## config.mk

```make
export PLATFORM = sky130hd
export DESIGN_NAME = gbg_locate
export DESIGN_NICKNAME = d
export VERILOG_FILES = /design/src/hdl/gbg_pkg.sv /design/src/hdl/gbg_locate.sv
export SDC_FILE = /design/constraint.sdc
export NUM_CORES = 2
export LEC_CHECK = 0
export ABC_AREA = 1
export BUFFER_PORTS_ARGS = -buffer_cell sky130_fd_sc_hd__buf_2
export CAP_MARGIN = 20
export CORE_AREA = 3 3 251 352
export CTS_BUF_LIST = sky130_fd_sc_hd__clkbuf_16
export DETAILED_ROUTE_END_ITERATION = 8
export DIE_AREA = 0 0 254 355
export GPL_TIMING_DRIVEN = 0
export HOLD_SLACK_MARGIN = 0.1
export PLACE_DENSITY = 0.7
export SLEW_MARGIN = 10
export SYNTH_ARGS = -nofsm -noshare
export SYNTH_HDL_FRONTEND = slang
export SYNTH_SLANG_ARGS = --single-unit
```

## constraint.sdc

```tcl
create_clock -name i_clk -period 8 [get_ports i_clk]
set_input_delay 0 -clock i_clk [delete_from_list [all_inputs] [get_ports i_clk]]
set_output_delay 0 -clock i_clk [all_outputs]
set_load 0.05 [all_outputs]
```

## src/hdl/gbg_pkg.sv

```systemverilog
package gbg_pkg;

    // Default grid size; the top level takes these as parameter defaults.
    localparam int unsigned MAX_COLUMNS = 256;
    localparam int unsigned MAX_ROWS    = 256;

    // Fixed arithmetic widths.
    localparam int unsigned DATA_W = 32;
    localparam int unsigned CELL_W = 16;
    localparam int unsigned FRAC_W = 16;

    typedef enum logic {
        OP_LOAD = 1'b0,
        OP_EVAL = 1'b1
    } t_op;

    typedef enum logic [2:0] {
        REG_ORIGIN_X  = 3'd0,
        REG_ORIGIN_Y  = 3'd1,
        REG_INV_X     = 3'd2,
        REG_INV_Y     = 3'd3,
        REG_COLUMNS   = 3'd4,
        REG_ROWS      = 3'd5
    } t_reg_idx;

    // Result of locating a query along one axis.
    typedef struct packed {
        logic              hit;
        logic [CELL_W-1:0] idx;
        logic [FRAC_W-1:0] frac;
    } t_axis_loc;

endpackage

```

## src/hdl/gbg_locate.sv

```systemverilog
module gbg_locate #(
    parameter int unsigned CW = 9
) (
    input  logic                i_clk,
    input  logic                i_en,
    input  logic [31:0]         i_query,
    input  logic [31:0]         i_origin,
    input  logic [31:0]         i_inv,
    input  logic [CW-1:0]       i_count,
    output gbg_pkg::t_axis_loc  o_loc
);

    logic signed [32:0] r_diff;
    logic        [63:0] r_prod;
    logic               r_neg;
    logic        [32:0] w_mag;
    logic        [16:0] w_next;

    // Offset from the origin, then the scaled offset in Q32.32.
    always_ff @(posedge i_clk) begin
        if (i_en) begin
            r_diff <= $signed({i_query[31], i_query}) - $signed({i_origin[31], i_origin});
            r_neg  <= r_diff[32];
            r_prod <= 64'(w_mag * {1'b0, i_inv});
        end
    end

    assign w_mag  = r_diff[32] ? 33'(-r_diff) : 33'(r_diff);
    assign w_next = {1'b0, r_prod[63:48]} + 17'd1;

    // A negative offset that scales to zero still lands in cell zero.
    always_comb begin
        o_loc.idx  = r_prod[63:48];
        o_loc.frac = r_prod[47:32];
        o_loc.hit  = (17'(i_count) >= 17'd2) && !(r_neg && (r_prod != 64'd0))
                     && (w_next < 17'(i_count));
    end

endmodule

```

==> results.sh <==
export IMPL_outcome="complete, but fails checks"
export IMPL_violations="setup timing"
export IMPL_global_route_overflow_total=0
export IMPL_clockRootBuffer="sky130_fd_sc_hd__clkbuf_16"
export IMPL_cap_viol_max_count=0
export IMPL_slowest_stage="sky130_fd_sc_hd__fa_1"
export IMPL_layout_area_overhead_vs_synth_pct=15.6
export IMPL_cpMostUsedCell="sky130_fd_sc_hd__fa_1"
export IMPL_worst_path_max_fanout=6
export IMPL_total_of_flip_flops_plus_latches_after_synthesis=98
export IMPL_routedWlPerCell_um=27.3
export IMPL_rsz0062_at_grt="yes"
export IMPL_cp_start_kind="flip-flop"
export IMPL_antenna_found_initial=8
export IMPL_port_buffers=123
export IMPL_cp_required_ns=8.13
export IMPL_grt_first_pass_wirelength_um=261000
export IMPL_clock_fmax_mhz=119
export IMPL_type_of_the_worst_min_delay_path="input port to flip-flop"
export IMPL_tritoncts_num_buffers=9
export IMPL_clk_transition_reported_paths_ns=0.07
export IMPL_worstSetupEndpointType="flip-flop"
export IMPL_cp_data_arrival_time_ns=8.55
export IMPL_synth_sequential_area_ratio=0.0704
export IMPL_clock_latency_ns=0.40
export IMPL_drt_pre_antenna_iters=8
export IMPL_ctsHtreeMaxLevel=3
export IMPL_floorplan_die_area_um2=90200
export IMPL_cts_buffer_depth=2
export IMPL_syn_mean_instance_area_um2=8.00
export IMPL_rows=127
export IMPL_syn_area_um2=41800
export IMPL_synth_cell_type_count=48
export IMPL_synth_fp_nets=6560
export IMPL_critical_path_n_buffers_inverters=11
export IMPL_timing_max_transition_violations_final=0
export IMPL_dpl_worst_slack_ns=-2.50
export IMPL_place_congestion=1.09
export IMPL_clock_skew_ns=0.0239
export IMPL_fillerInstances=8001
export IMPL_fp_dieH_um=355
export IMPL_cts_tree="built"
export IMPL_nets=6835
export IMPL_coreArea_um2=85500
export IMPL_route_vias_total=37800
export IMPL_grt_util_all_layers=0.408
export IMPL_setup_slack_ns=-0.421
export IMPL_final_period_utilization=1.05
export IMPL_cpPeakStageDelay_ns=0.61
export IMPL_drt_iter0_drc=3200
export IMPL_ios=140
export IMPL_worst_slew_pin_slew_ns=1.37
export IMPL_post_route_drc_count=0
export IMPL_post_dp_hpwl_um=149000
export IMPL_yosysWarningCount=0
export IMPL_number_of_endpoints_with_negative_hold_slack_in_the_final_report=0
export IMPL_post_route_cells_drive_above_1_share=0.167
export IMPL_grt_max_degree=60
export IMPL_timing_final_setup_violations=41
export IMPL_syn_instance_count=5226
export IMPL_ant_nets=0
export IMPL_route_detailed_vias_per_inst=5.73
export IMPL_die_width_um=254
export IMPL_wl_um=180000
export IMPL_clkSinkCount=98
export IMPL_slew_headroom=0.0879
export IMPL_floorplan_initialDensity=0.489
export IMPL_first_global_vias=39900
export IMPL_post_route_min_period_ns=8.42
export IMPL_timing_setup_critical_path_class="flip-flop to flip-flop"
export IMPL_timing_critical_path_max_delay_family="adder cells"
-- synth_stat cells, drive strengths merged --
library cell	instances	area, um2
xor2	56	509
fa	926	18500
nand3b	10	78.8
nor2	668	2710
a21o	6	45.0
inv	1264	4750
nand4	38	253
o21a	2	15.0
a21boi	5	37.5
clkinv	8	31.3
clkbuf	134	504
a31oi	3	18.8
nor3	23	126
ha	301	3770
nor4	6	37.5
o21bai	23	173
nand2	1084	4130
nor3b	1	7.51
xnor2	11	96.3
or2	10	62.6
nand3	128	678
edfxtp	98	2940
a21oi	247	1270
o211ai	4	30.0
buf	94	632
o21ai	75	379
o31ai	1	7.51
-- worst paths after layout --
kind	slack [ns]	to	start	cells after the start
worst max-delay path	-0.42	r_prod[62]	r_diff[0]	34
worst min-delay path	0.13	r_diff[3]	i_query[3]	3
worst max register to register	-0.42	r_prod[62]	r_diff[0]	34
worst min register to register	0.64	r_neg	r_diff[32]	1
-- final cells by class --
cell class	instances	area, um2	area share
Antenna cell	3	7.51	0.000155
Buffer	228	1820	0.0376
Clock buffer	9	225	0.00466
Clock inverter	7	98.8	0.00204
Inverter	1272	4860	0.100
Multi-Input combinational cell	3628	35200	0.727
Sequential cell	98	2940	0.0609
Tap cell	1096	1370	0.0284
Timing Repair Buffer	264	1860	0.0385
-- worst min-delay path: stages --
cell	delay, ns
sky130_fd_sc_hd__buf_2	0.08
sky130_fd_sc_hd__ha_1	0.19
sky130_fd_sc_hd__xor2_1	0.08
-- cell usage in the layout, fill, tap and decap left out, types with 9 or more instances in the layout --
master and n:
sky130_fd_sc_hd__edfxtp_1 98, sky130_fd_sc_hd__clkbuf_2 9, sky130_fd_sc_hd__nand3_1 106, sky130_fd_sc_hd__inv_2 32, sky130_fd_sc_hd__nand3_2 14, sky130_fd_sc_hd__a21oi_2 40, sky130_fd_sc_hd__nand4_1 37, sky130_fd_sc_hd__nor2_2 50
sky130_fd_sc_hd__inv_1 1216, sky130_fd_sc_hd__nand2_2 73, sky130_fd_sc_hd__buf_12 22, sky130_fd_sc_hd__a21oi_1 184, sky130_fd_sc_hd__nor2_4 49, sky130_fd_sc_hd__clkbuf_16 16, sky130_fd_sc_hd__nand2_1 958, sky130_fd_sc_hd__buf_2 127
sky130_fd_sc_hd__a21oi_4 23, sky130_fd_sc_hd__clkbuf_1 99, sky130_fd_sc_hd__o21bai_1 21, sky130_fd_sc_hd__nor3_1 16, sky130_fd_sc_hd__xnor2_1 10, sky130_fd_sc_hd__nand2_4 48, sky130_fd_sc_hd__fa_1 862, sky130_fd_sc_hd__nand3b_1 9
sky130_fd_sc_hd__o21ai_2 18, sky130_fd_sc_hd__ha_4 36, sky130_fd_sc_hd__o21ai_0 48, sky130_fd_sc_hd__ha_1 263, sky130_fd_sc_hd__nor2_1 569, sky130_fd_sc_hd__fa_2 64, sky130_fd_sc_hd__xor2_1 52, sky130_fd_sc_hd__buf_6 30
sky130_fd_sc_hd__buf_8 19, sky130_fd_sc_hd__or2_2 9, sky130_fd_sc_hd__buf_4 163
-- stage by stage --
step,hold slack [ns],area (um2),setup TNS (ns),util,instances
2_1_floorplan,0.112,41800,0,-,5226
3_3_place_gp,0.394,43800,-135.51,0.512,6445
3_5_place_dp,0.396,43900,-95.30,0.514,6454
4_1_cts,0.110,47300,-9.31,0.553,6565
5_1_grt,0.153,48300,-19.18,0.565,6603
6_report,0.126,48300,-11.23,0.566,6605
-- kinds of logic (layout without fill, tap and decap cells) --
family                     Yosys count  in the layout  share of synthesized area
AOI/OAI and AO/OA                  366            366                     0.0473
xor gates and xnor gates            67             67                     0.0145
adders and majority gates         1227           1227                      0.533
buffers and inverters             1500           1780                      0.141
DFF                                 98             98                     0.0704
other                                0              3                          0
and+or+nand+nor                   1968           1968                      0.193
-- state kept, by name, summed over array words and instances, names as in the netlist --
register and cells:
r_prod 64, r_diff 33, r_neg 1
-- routing by layer --
metal  part of all wire  wire length [um]  GRT usage
met5            0.00016                28          0
met4               0.12             21000      0.357
met3              0.098             17700     0.0871
met2               0.46             83600      0.665
met1               0.32             58100      0.451
-- timing repair --
action	CTS	global route
pin swaps	139	98
endpoints found under the setup margin	55	47
hold buffers	4	0
cloned	0	0
hold endpoints to repair	3	0
gates resized for setup	629	210
buffers inserted	92	34
Power is not shown: default switching activity piles up to over one toggle a cycle in this logic, so the estimate is an artifact.
